[src/design/fdlr_ram.sv]
`timescale 1ns / 1ps
// Generic simple dual-port RAM: one write port, one read port, registered read.
// Standalone; no package dependency.
module fdlr_ram #(
  parameter int WIDTH = 16,
  parameter int DEPTH = 16
) (
  input  logic                     clk,
  input  logic                     we,
  input  logic [$clog2(DEPTH)-1:0] waddr,
  input  logic [WIDTH-1:0]         wdata,
  input  logic [$clog2(DEPTH)-1:0] raddr,
  output logic [WIDTH-1:0]         rdata
);

  logic [WIDTH-1:0] mem [DEPTH];
  logic [WIDTH-1:0] rdata_r;

  always_ff @(posedge clk) begin
    if (we) begin
      mem[waddr] <= wdata;
    end
    rdata_r <= mem[raddr];
  end

  assign rdata = rdata_r;

endmodule

[config.mk]
export PLATFORM = sky130hd
export DESIGN_NAME = fdlr_ram
export DESIGN_NICKNAME = d
export VERILOG_FILES = /design/src/design/fdlr_ram.sv
export SDC_FILE = /design/constraint.sdc
export NUM_CORES = 1
export LEC_CHECK = 0
export ABC_AREA = 1
export ABC_CLOCK_PERIOD_IN_PS = 2200
export BUFFER_PORTS_ARGS = -buffer_cell sky130_fd_sc_hd__buf_2
export CORE_AREA = 2 2 147 149
export DETAILED_ROUTE_END_ITERATION = 12
export DIE_AREA = 0 0 149 151
export GPL_ROUTABILITY_DRIVEN = 0
export HOLD_SLACK_MARGIN = 0.03
export PLACE_DENSITY = 0.7
export SKIP_LAST_GASP = 1
export SLEW_MARGIN = 10
export SYNTH_ARGS = -nofsm -noshare
export SYNTH_HDL_FRONTEND = slang
export SYNTH_SLANG_ARGS = --single-unit
[constraint.sdc]
create_clock -name clk -period 2.2 [get_ports clk]
set_input_delay 0.11 -clock clk [delete_from_list [all_inputs] [get_ports clk]]
set_output_delay 0.11 -clock clk [all_outputs]
set_load 0.02 [all_outputs]
Yosys cells after proc, flatten, opt, wreduce, memory -nomap -nowiden
Memories as Yosys holds them, arrays and structs flattened. A register that Yosys moved wholly into a read port is not among the register bits.
Index checks and enable logic that the tools add are counted.
W data, S select, Z words.
{ "word_totals": {"memories": 1, "output_inout_bits": 16, "elab_cells": 3, "ramBits": 256, "reg_bits": 0} }
{ "classes": {"mux": 2} }
{ "mem_list": {"columns": ["name", "words", "word_bits", "read_ports", "rd_ports_with_merged_regs", "wr", "line_no", "source"], "rows": [
  ["mem", 16, 16, 1, 1, 1, "16", "logic [WIDTH-1:0] mem [DEPTH];"]
]} }
{ "op_table": {"columns": ["op", "count"], "rows": [
  ["$mux W1", 2]
]} }

Longest topological paths before layout
{ "depth": {"word_depth": 2, "depth_mapped": 9, "mapped_depth_nobuf": 7} }

Least setup slack after synthesis
OpenSTA, ideal clock, no wires.
{ "synth_path": {"path_type": "input to register", "startpoint": "input port waddr[2]", "endpoint": "memory mem[10][0] (enable)", "setup_time_ns": 0.388, "t_arrival_ns": 1.021, "slack_ns": 0.790, "cell_stages": 2, "n_path_buf": 0, "cell_sequence": "nand3b_1 > nor2_1"} }
{ "synth_rtl": {"columns": ["item", "line_no", "source"], "rows": [
  ["from (decl)", "10", "input logic [$clog2(DEPTH)-1:0] waddr,"],
  ["to (decl)", "16", null]
]} }
Straight into the memory's write port.

Worst setup path after layout
{ "layout_path": {"startpoint": "register rdata_r[3], in the netlist rdata[3] (read register of mem)", "endpoint": "output port rdata[3]"} }
{ "layout_rtl": {"columns": ["item", "line_no", "source"], "rows": [
  ["from (decl)", "17", "logic [WIDTH-1:0] rdata_r;"],
  ["to (decl)", "13", "output logic [WIDTH-1:0] rdata"]
]} }
No word-level cell between the ends.

==> impl_metrics.toml <==
[run_status]
status = "finished, final reports clean"

[sta]
final_max_slew_viol_count = 0
final-setup-viol-count = 0
fin_setup_tns_ns = 0
final_hold_viol_count = 0
setup_ws_ns = 0.988
max-slew-margin-rel_pct = 52.8
min_period_over_period_pct = 55.1
fin_worst_skew_ns = 0.00783
period_needed_ns = 1.21
rsz0062_at_grt = "no"
worst_slew_pin_slew_ns = 0.707
maxClockFrequency_ghz = 0.825

[critical_path]
cp_cell_sequence = "buf_2"
setup.worst_path.class = "flip-flop to output pin"
timing.critical_path.from_type = "flip-flop"
biggest_fanout_along_the_worst_timing_path = 1
slowest_stage = "sky130_fd_sc_hd__dfxtp_1"
critPathBufInv = 1
timing.critical_path.to_type = "output pin"
path_delay_family = "flip-flops"
data_required_critical_path_ns = 2.09
critical_path.max_stage_delay_ns = 0.39
cp_data_arrival_time_ns = 1.10

[floorplanning]
fp.coreArea_um2 = 20800
die_h_um = 151
count_of_pins_on_the_block_boundary = 42
floorplan.die_area_um2 = 22500
die_width_um = 149
floorplan.initialDensity_pct = 54.7
rows = 53

[clocking]
ctsHtreeMaxLevel = 1
clk_pin_slew_ns = 0.06
root_buffer = "sky130_fd_sc_hd__clkbuf_16"
cts_buffer_count = 27
postCtsResizedCells = 0
max-clock-path-buffers = 3
cts.sink_count = 272
clk_latency_ns = 0.52
cts_hold_repair_buffers = 16
cts_post_setup_buffers_inserted = 0
tritoncts_clock_tree = "done"

[place]
numPortBuffers = 41
place_hpwl_um = 14400
place_ws_ns = 0.742

[synthesis]
synth_seq_cells = 272
synth_cells = 1074
synthesis.area_um2 = 11400
ys.warnings.count = 0
synthesized_area_divided_by_synthesized_cell_count_um2 = 10.6
synthesis.nets = 1100
synth_top_area_cell = "sky130_fd_sc_hd__edfxtp_1"
synthSimpleGateAreaFrac_pct = 20.4
synth_top_family_by_area = "simple AND/OR/NAND/NOR gates"
post_synthesis_xor_xnor_area_fraction_pct = 0
synth.distinct_cells = 13
synth.top_cell.area_share_pct = 67.5
share_of_the_yosys_chip_area_belonging_to_registers_pct = 70.4
synth.mux.area_fraction_pct = 0
yosys.area_share.adder_pct = 0
synth_compound_area_share_pct = 0
ys_top_cells_by_area = "sky130_fd_sc_hd__edfxtp_1, sky130_fd_sc_hd__nand2_1, sky130_fd_sc_hd__nand3_1"

[global_route]
groute.layer.met2.usage_pct = 36.5
grt_first_pass_wirelength_um = 39200
grt_pass1_vias = 6891
grt_max_degree = 129
globalRoute.totalOverflow = 0
met3_track_utilization_from_global_routing_pct = 3.10
globalRoute.busiestLayer = "met2"
antenna_violations_before_repair = 0
grtUsageTotal_pct = 23.1
grt.met1_usage_pct = 33.3

[route]
route.antenna.remaining_nets = 0
drt_iter0_markers = 679
routed_wirelength_um = 25700
avgViaCountPerCell = 5.22
wl_per_cell_um = 18.0
drc = 0
drt_pass1_iterations = 5
via_count = 7460

[finish]
layout.nets = 1162
drive_above_1_share_pct = 10.7
antenna_diodes = 0
area.growth.synth_to_final_pct = 13.7

[power_and_ir_drop]
vdd_drop_max_mv = 0.505
p_leak_nw = 5.57
power.density_cell_area_nw_per_um2 = 840

[min_path]
hold_path_class = "input pin to flip-flop"

[run]
max_cap_viol_count = 0
==> report_power, final <==
group	internal (mW)	total [mW]	switching [mW]
registers	5.79	5.83	0.0372
clock network	2.51	4.29	1.78
logic	0.219	0.742	0.523
==> final cells by class <==
| cell class | instances | area (um2) |
|---|---|---|
| repair buffers | 84 | 646 |
| inverters | 198 | 744 |
| multi-input cells | 553 | 2360 |
| clock buffers | 40 | 764 |
| fillers | 1665 | 7890 |
| well taps | 275 | 344 |
| flip-flops and latches | 272 | 8010 |
| clock inverters | 8 | 66.3 |
==> worst register-to-register path, stage by stage, from the launching register on <==
cell,delay (ns)
sky130_fd_sc_hd__edfxtp_1,0.37
sky130_fd_sc_hd__inv_1,0.07
sky130_fd_sc_hd__nand2_1,0.06
sky130_fd_sc_hd__nand3_1,0.12
sky130_fd_sc_hd__nand3_1,0.18
sky130_fd_sc_hd__nand3_1,0.15
sky130_fd_sc_hd__nand2_1,0.05
==> cells in the final DEF (no fill, tap or decap) <==
cell type / n
sky130_fd_sc_hd__dlygate4sd3_1: 16
sky130_fd_sc_hd__clkinv_2: 6
sky130_fd_sc_hd__inv_1: 196
sky130_fd_sc_hd__clkinv_1: 1
sky130_fd_sc_hd__nor2_2: 16
sky130_fd_sc_hd__buf_2: 40
sky130_fd_sc_hd__nand3_1: 193
sky130_fd_sc_hd__edfxtp_1: 256
sky130_fd_sc_hd__nor2_1: 1
sky130_fd_sc_hd__bufinv_16: 1
sky130_fd_sc_hd__clkbuf_16: 27
sky130_fd_sc_hd__dfxtp_1: 16
sky130_fd_sc_hd__nand2_1: 341
sky130_fd_sc_hd__clkinvlp_4: 1
sky130_fd_sc_hd__clkbuf_8: 4
sky130_fd_sc_hd__clkbuf_1: 9
sky130_fd_sc_hd__buf_12: 6
sky130_fd_sc_hd__buf_4: 22
sky130_fd_sc_hd__inv_2: 1
sky130_fd_sc_hd__nand3b_1: 2
==> final timing paths <==
path	end	slack, ns	cells after the start	start
worst max-delay path	rdata[3]	0.99	1	rdata[3]
worst min-delay path	rdata[4]	0.15	4	raddr[3]
worst max register to register	rdata[6]	1.10	6	mem[15][6]
worst min register to register	rdata[4]	0.65	6	mem[10][4]
==> stage by stage <==
stage	total power [mW]	cell area (um2)	utilization, %	cells	hold slack, ns
global placement	6.64	11900	57.4	1366	0.507
detailed placement	6.65	11900	57.4	1366	0.513
CTS	10.9	12900	62.1	1430	0.118
floorplan	6.36	11400	-	1074	0.209
global route	11.2	12900	62.1	1430	0.140
finish	10.9	12900	62.1	1430	0.147
==> registers in the layout (all words and copies together) (netlist names) <==
signal  count
mem       256
rdata      16
==> routing by layer <==
layer  up-vias  routed length, um
met5         -                  0
met4         0                865
met3        54               1810
met2       275              12000
met1      3554              11000
li1       3577                  -
==> logic make-up (layout without fill, tap and decap cells) <==
group         count (synthesis)  count (layout)
simple gates                553             553
flops                       272             272
buf+inv                     249             330
==> Yosys cell counts, drive strengths merged <==
master,count
edfxtp,256
dfxtp,16
nand3,193
clkbuf,10
inv,198
buf,41
nor2,17
nand3b,2
nand2,341
Note: power is estimated with default switching activity, not from simulation.
