$ cat src/design/fdlr_pkg.sv
`timescale 1ns / 1ps
// Shared constants, widths and types for the fractional delay line reader.
// No dependencies; fdlr_interp and the top level import this package.
package fdlr_pkg;

  // Ring geometry: slot = low bits of the absolute index (depth is a power of two).
  localparam int RING_DEPTH = 131072;
  localparam int SLOT_W     = $clog2(RING_DEPTH);
  localparam int IDX_W      = 32;
  localparam int TAG_HI_W   = IDX_W - SLOT_W;
  localparam int TAG_W      = TAG_HI_W + 1;  // valid bit on top of the upper index bits

  // Field widths.
  localparam int SAMPLE_W   = 16;
  localparam int DELAY_W    = 24;
  localparam int GAIN_W     = 16;
  localparam int FRAC_W     = 8;
  localparam int POS_W      = IDX_W + FRAC_W;
  localparam int WEIGHT_W   = FRAC_W + 1;
  localparam int INTERP_W   = SAMPLE_W + WEIGHT_W;
  localparam int PROD_W     = INTERP_W + GAIN_W + 1;
  localparam int ROUND_SH   = 20;
  localparam int Y_W        = PROD_W - ROUND_SH;

  // Request kinds.
  localparam logic ACT_WRITE = 1'b0;
  localparam logic ACT_READ  = 1'b1;

  // Stage enables from the sequencer to the arithmetic pipeline.
  typedef struct packed {
    logic cap0;  // lower neighbour data is on the memory outputs
    logic mix;   // upper neighbour data is on the memory outputs
    logic gain;  // apply the gain to the interpolated value
  } fdlr_step_t;

endpackage

$ cat src/design/fdlr_interp.sv
`timescale 1ns / 1ps
// Neighbour presence check, linear interpolation, gain, rounding and saturation.
// Depends on fdlr_pkg; fed from the tag and sample memories of the top level.
module fdlr_interp (
  input  logic                              clk,
  input  fdlr_pkg::fdlr_step_t              step,
  input  logic [fdlr_pkg::TAG_W-1:0]        tag_rdata,
  input  logic signed [fdlr_pkg::SAMPLE_W-1:0] smp_rdata,
  input  logic [fdlr_pkg::IDX_W-1:0]        k0,
  input  logic [fdlr_pkg::IDX_W:0]          k1,
  input  logic [fdlr_pkg::FRAC_W-1:0]       frac,
  input  logic                              neg,
  input  logic [fdlr_pkg::GAIN_W-1:0]       gain,
  output logic signed [fdlr_pkg::SAMPLE_W-1:0] y_sat,
  output logic                              missed
);
  import fdlr_pkg::*;

  localparam logic [WEIGHT_W-1:0] FULL_WEIGHT = WEIGHT_W'(1 << FRAC_W);
  localparam logic signed [Y_W-1:0] Y_MAX = Y_W'(32767);
  localparam logic signed [Y_W-1:0] Y_MIN = -Y_W'(32768);
  localparam logic signed [PROD_W-1:0] HALF = PROD_W'(1) <<< (ROUND_SH - 1);

  logic [TAG_W-1:0]           tag0_r;
  logic signed [SAMPLE_W-1:0] s0_r;
  logic signed [INTERP_W-1:0] interp_r;
  logic signed [PROD_W-1:0]   prod_r;
  logic                       missed_r;

  logic                       ok0, ok1;
  logic signed [SAMPLE_W-1:0] s0e, s1e;
  logic [WEIGHT_W-1:0]        m0, m1;
  logic signed [INTERP_W-1:0] interp_nxt;
  logic signed [PROD_W-1:0]   prod_nxt;
  logic signed [PROD_W-1:0]   rsum;
  logic signed [Y_W-1:0]      y;

  // Hold the lower neighbour while the upper one is fetched.
  always_ff @(posedge clk) begin
    if (step.cap0) begin
      tag0_r <= tag_rdata;
      s0_r   <= smp_rdata;
    end
  end

  assign ok0 = !neg && tag0_r[TAG_HI_W] && (tag0_r[TAG_HI_W-1:0] == k0[IDX_W-1:SLOT_W]);
  // The upper neighbour does not exist past the top of the index range.
  assign ok1 = !neg && !k1[IDX_W] && tag_rdata[TAG_HI_W] &&
               (tag_rdata[TAG_HI_W-1:0] == k1[IDX_W-1:SLOT_W]);

  // Drop absent samples to zero so unwritten entries never reach the sum.
  assign s0e = ok0 ? s0_r : '0;
  assign s1e = ok1 ? smp_rdata : '0;

  always_comb begin
    m0 = '0;
    m1 = '0;
    if (ok0 && ok1) begin
      m0 = FULL_WEIGHT - WEIGHT_W'(frac);
      m1 = WEIGHT_W'(frac);
    end else if (ok0) begin
      m0 = FULL_WEIGHT;
    end else if (ok1) begin
      m1 = FULL_WEIGHT;
    end
  end

  assign interp_nxt =
      $signed({{WEIGHT_W{s0e[SAMPLE_W-1]}}, s0e}) * $signed({{SAMPLE_W{1'b0}}, m0}) +
      $signed({{WEIGHT_W{s1e[SAMPLE_W-1]}}, s1e}) * $signed({{SAMPLE_W{1'b0}}, m1});

  assign prod_nxt =
      $signed({{(PROD_W-INTERP_W){interp_r[INTERP_W-1]}}, interp_r}) *
      $signed({{(PROD_W-GAIN_W){1'b0}}, gain});

  always_ff @(posedge clk) begin
    if (step.mix) begin
      interp_r <= interp_nxt;
      missed_r <= !(ok0 && ok1);
    end
    if (step.gain) begin
      prod_r <= prod_nxt;
    end
  end

  // Round half up, floor by the arithmetic shift, then clamp.
  assign rsum = prod_r + HALF;
  assign y    = rsum[PROD_W-1:ROUND_SH];

  always_comb begin
    if (y > Y_MAX) begin
      y_sat = Y_MAX[SAMPLE_W-1:0];
    end else if (y < Y_MIN) begin
      y_sat = Y_MIN[SAMPLE_W-1:0];
    end else begin
      y_sat = y[SAMPLE_W-1:0];
    end
  end

  assign missed = missed_r;

endmodule

$ cat config.mk
export PLATFORM = sky130hd
export DESIGN_NAME = fdlr_interp
export DESIGN_NICKNAME = d
export VERILOG_FILES = /design/src/design/fdlr_pkg.sv /design/src/design/fdlr_interp.sv
export SDC_FILE = /design/constraint.sdc
export NUM_CORES = 2
export LEC_CHECK = 0
export ABC_AREA = 1
export BUFFER_PORTS_ARGS = -buffer_cell sky130_fd_sc_hd__buf_4
export CAP_MARGIN = 20
export CORE_ASPECT_RATIO = 0.75
export CORE_MARGIN = 10
export CORE_UTILIZATION = 59
export CTS_CLUSTER_SIZE = 24
export DETAILED_ROUTE_END_ITERATION = 8
export HOLD_SLACK_MARGIN = 0.08
export PLACE_DENSITY_LB_ADDON = 0.05
export SLEW_MARGIN = 5
export SYNTH_ARGS = -nofsm -noshare
export SYNTH_HDL_FRONTEND = slang
export SYNTH_SLANG_ARGS = --single-unit
$ cat constraint.sdc
create_clock -name clk -period 7 [get_ports clk]
set_clock_uncertainty 0.2 [all_clocks]
set_input_delay 0.35 -clock clk [delete_from_list [all_inputs] [get_ports clk]]
set_output_delay 0.35 -clock clk [all_outputs]
set_load 0.03 [all_outputs]
Word level (Yosys, flattened, before mapping)
Index checks and enable logic that the tools add are counted.
{"block": "totals", "output_inout_bits": 17, "wordCells": 33, "ff_bits": 100, "inputBits": 126}
{"block": "classes", "n_addsub": 3, "n_mul": 3, "eq_ne": 2, "reduce_logical": 9, "muxes": 9, "order_cmp": 2}
{"operator": "two-way mux 16 bit", "count": 4}
{"operator": "multiplier 16 x 10 -> 25 bit", "count": 2}
{"operator": "two-way mux 9 bit", "count": 5}
{"operator": "adder 42 x 21 -> 42 bit (second input constant)", "count": 1}
{"operator": "multiplier 25 x 17 -> 42 bit", "count": 1}
{"operator": "equality test 15 bit", "count": 2}
{"operator": "adder 25 bit", "count": 1}
{"operator": "greater-than comparator 22 x 16 -> 1 bit (second input constant)", "count": 1}
{"operator": "< comparator 22 x 16 -> 1 bit (second input constant)", "count": 1}
{"operator": "subtractor 9 x 8 -> 9 bit (first input constant)", "count": 1}
{"operator": "logical AND 1 bit", "count": 6}
{"operator": "logical NOT 1 bit", "count": 3}

Longest topological paths before layout
{"block": "logic_depth", "depth_word": 9, "mapped_depth": 43, "ltp_nobuf": 42}

Least setup slack after synthesis
No wires, ideal clock.
{"block": "synth_path", "path_kind": "reg2reg", "startpoint": "register tag0_r[2]", "endpoint": "register interp_r[14], data pin", "arrival_ps": 6495, "setup_slack_ps": 40, "n_path_buf": 2, "required_ps": 6535, "setup_time_ps": 265, "synth_period_minus_slack_ps": 6960, "stages_incl_launch_ff": 32, "cell_sequence": "edfxtp_1 > nor2_1 > nor2_1 > nor2_1 > nand2_1 > nor2_1 > nand2_2 > nor2_4 > inv_2 > buf_6 > nor2_2 > buf_2 > nand2_1 > fa_1 > inv_1 > fa_1 > inv_1 > fa_1 > inv_1 > fa_1 > fa_1 > fa_1 > inv_1 > fa_1 > inv_1 > ha_1 > a21o_1 > a31oi_1 > nand3_1 > a21oi_1 > o21ai_0 > xor2_1"}
{"block": "synth_between", "elab_chain_cells": 6, "word_cells_on_any_way": 11, "classes_between": "1 x add/sub; 2 x mul; 1 x eq/ne; 5 x mux; 2 x reduce/logical"}
{"item": "start: declaration", "line_no": "fdlr_interp.sv:24", "rtl": "logic [TAG_W-1:0] tag0_r;"}
{"item": "start signal: assignment", "line_no": "fdlr_interp.sv:41", "rtl": "tag0_r <= tag_rdata;"}
{"item": "equality test 15 bit *", "line_no": "fdlr_interp.sv:46", "rtl": "assign ok0 = !neg && tag0_r[TAG_HI_W] && (tag0_r[TAG_HI_W-1:0] == k0[IDX_W-1:SLOT_W]);"}
{"item": "logical AND 1 bit *", "line_no": "fdlr_interp.sv:46"}
{"item": "two-way mux 9 bit / logical AND 1 bit (equally long branches)", "line_no": "fdlr_interp.sv:61, fdlr_interp.sv:58"}
{"item": "two-way mux 9 bit", "line_no": "fdlr_interp.sv:58", "rtl": "if (ok0 && ok1) begin"}
{"item": "multiplier 16 x 10 -> 25 bit (on tied branches)", "line_no": "fdlr_interp.sv:69, fdlr_interp.sv:70"}
{"item": "adder 25 bit *", "line_no": "fdlr_interp.sv:69", "rtl": "$signed({{WEIGHT_W{s0e[SAMPLE_W-1]}}, s0e}) * $signed({{SAMPLE_W{1'b0}}, m0}) +"}
{"item": "via interp_nxt[14]", "line_no": "fdlr_interp.sv:33", "rtl": "logic signed [INTERP_W-1:0] interp_nxt;"}
{"item": "end signal: assignment", "line_no": "fdlr_interp.sv:78", "rtl": "interp_r <= interp_nxt;"}
{"item": "end: declaration", "line_no": "fdlr_interp.sv:26", "rtl": "logic signed [INTERP_W-1:0] interp_r;"}
The timed path passes the listed nets; every way through them passes the cells marked *.
A chain may end at the register's enable or synchronous reset.

Worst setup path after layout
{"block": "layout_path", "startpoint": "register tag0_r[11]", "endpoint": "register interp_r[21], data pin"}
Same word-level chain as after synthesis.

==> flow_summary.json <==
{
  "status": "finished with violations",
  "violations": "negative setup slack",
  "drt-wirelength-per-cell_um": 18.07,
  "cts_max_level": 3,
  "syn_inst": 3676,
  "cts_tree": "built",
  "routabilityCongestion": 0.9829,
  "rsz0062_at_grt": "yes",
  "async_flop_share_pct": 0,
  "cp-end-kind": "flop",
  "numPortBuffers": 108,
  "path_clk_slew_ps": 80,
  "fin_cells": 4583,
  "p_per_area_mw_per_mm2": 189.4,
  "synth-seq-cells": 81,
  "numClockSinks": 81,
  "cp-start-kind": "flop",
  "synth.area.top_cells": "fa_1 46%, inv_1 14%, nand2_1 11%",
  "vias": 24060,
  "slew-limit-headroom_pct": 48.17,
  "final_hold_viol_count": 0,
  "seq_area_frac_synth_pct": 8.236,
  "hold_path_class": "in2reg",
  "finalHoldWorstSlack_ps": 169.6,
  "io_pins": 143,
  "ys_types": 38,
  "yosys.area.top_type": "fa_1",
  "area_growth_pct": 13.37,
  "cp.arrival_ps": 7450,
  "syn_area_mm2": 0.02953,
  "die-area_mm2": 0.05950,
  "start_util_pct": 60.10,
  "fin_nets": 4923,
  "critical_path.max_stage_delay_ps": 580,
  "wl_mm": 82.81,
  "drt-pass1-iter-count": 6,
  "dp_hpwl_mm": 71.43,
  "tightest_slew_ps": 777.5,
  "grt_max_degree": 33,
  "cts-root-buf": "clkbuf_16",
  "worstPathRequired_ps": 6970,
  "avgViaCountPerCell": 5.249,
  "synthFlopType": "edfxtp_1",
  "clock.fmax_ghz": 0.1337,
  "grt_pass1_wl_mm": 137.6,
  "die_h_um": 213.8,
  "drv_slew": 0,
  "drt_iter0_markers": 2044,
  "grt_pass1_vias": 25650,
  "drc": 0,
  "synth_nets": 4669,
  "antenna_found_initial": 0,
  "clock_latency_ps": 410,
  "ant_nets": 0,
  "synth_common_cells": "1124 x inv_1, 858 x nand2_1, 672 x fa_1",
  "finalCriticalPeriod_ps": 7479,
  "crit_type": "reg2reg",
  "yosys_warnings": 0,
  "drv_cap": 0,
  "synth_top_area_share_pct": 45.55,
  "final.setup.worst_slack_ps": -479.0,
  "synth_edf_count": 81,
  "p_leak_nw": 18.74,
  "postSynthAreaPerCell_um2": 8.034,
  "drive_gt1_share_pct": 11.64,
  "track_usage_pct": 29.66,
  "yosysMostFrequentCell": "inv_1",
  "rows": 70,
  "finalSetupTns_ps": -3896,
  "critPathMostFrequentCell": "fa_1",
  "diodes": 0,
  "cts_buffers": 9,
  "setup_viol": 14,
  "cpMaxStageDelayCell": "fa_1",
  "power_w": 0.006341,
  "period_share_pct": 106.8,
  "dp_cells": 4525,
  "clock_path_buffers": 2,
  "post-route-util_pct": 68.14,
  "die_w_um": 278.3,
  "ir_worst_vdd_mv": 0.2093,
  "overflow": 0,
  "worstPathMaxFanout": 6,
  "core_mm2": 0.04913
}
==> cell type report <==
class | instances | area [µm²]
timing repair buffer | 358 | 2850
tap | 648 | 810.8
fill | 4234 | 15660
clock buffer | 9 | 225.2
multi-input combinational | 2346 | 22780
inverter | 1134 | 4279
sequential | 81 | 2432
clock inverter | 7 | 106.4
==> where the power goes <==
group | leakage, nW | switching [W] | total (W) | internal, W
sequential | 0.816 | 0.000157 | 0.000935 | 0.000778
clock | 0.163 | 0.000274 | 0.000594 | 0.000320
combinational | 17.8 | 0.00316 | 0.00481 | 0.00165
total | 18.7 | 0.00359 | 0.00634 | 0.00275
==> metrics by stage <==
stage	setup WS, ps	cell area [µm²]
6_report	-479.0	33480
3_3_place_gp	-1157	32270
2_1_floorplan	40.09	29530
4_1_cts	-404.6	33320
3_5_place_dp	-1207	32270
5_1_grt	-763.5	33480
==> flip-flops by register name, summed over array words and instances, names as in the netlist <==
name	count
missed	1
prod_r	23
tag0_r	16
interp_r	25
s0_r	16
==> timing repair <==
| item | CTS | global route |
|---|---|---|
| setup buffers | 9 | 1 |
| endpoints found under the setup margin | 17 | 19 |
| endpoints found under the hold margin | 32 | 0 |
| gates resized for setup | 88 | 45 |
| hold buffers | 32 | 0 |
| pin swaps | 29 | 16 |
==> cell usage in the layout (no fill, tap or decap), types with 13 or more instances in the layout <==
cell | netlist | routed
a21oi_1 | 72 | 60
fa_1 | 672 | 665
inv_1 | 1124 | 1113
buf_4 | 0 | 312
o21ai_0 | 46 | 36
nand2_1 | 858 | 846
dlygate4sd3_1 | 0 | 32
nor3_1 | 28 | 27
nor2_1 | 255 | 235
xnor2_1 | 23 | 22
edfxtp_1 | 81 | 81
ha_1 | 195 | 188
xor2_1 | 49 | 49
nor2_2 | 6 | 20
nand3_1 | 53 | 47
nand4_1 | 19 | 19
nand2_2 | 5 | 13
==> logic make-up after synthesis <==
kind of cell	share of synthesized area (%)
buffers and inverters	15.99
and+or+nand+nor	16.72
adders and majority gates	53.82
AOI/OAI and AO/OA	3.106
DFF	8.236
xor gates and xnor gates	2.135
==> per-layer routing <==
layer | GRT usage, % | up-vias | routed length (µm)
met5 | 0 | - | 0
met3 | 9.070 | 112 | 10110
met1 | 43.03 | 11940 | 36670
met4 | 6.697 | 0 | 1518
li1 | - | 10950 | -
met2 | 43.18 | 1060 | 34510
==> critical path, delay by kind of cell (launching register included) <==
family | cells | cell delay, ps
adders and majority gates | 8 | 3790
and+or+nand+nor | 13 | 1940
buffers and inverters | 8 | 800
DFF | 1 | 400
xor gates and xnor gates | 1 | 90
==> worst paths after layout <==
check / startpoint / to / slack, ps / depth (start not counted)
worst max-delay path: tag0_r[11] / interp_r[21] / -480 / 30
worst min-delay path: step[0] / prod_r[26] / 170 / 1
worst max register to register: tag0_r[11] / interp_r[21] / -480 / 30
worst min register to register: s0_r[0] / interp_r[0] / 870 / 3
No activity file was read; power rests on OpenSTA's default activity.
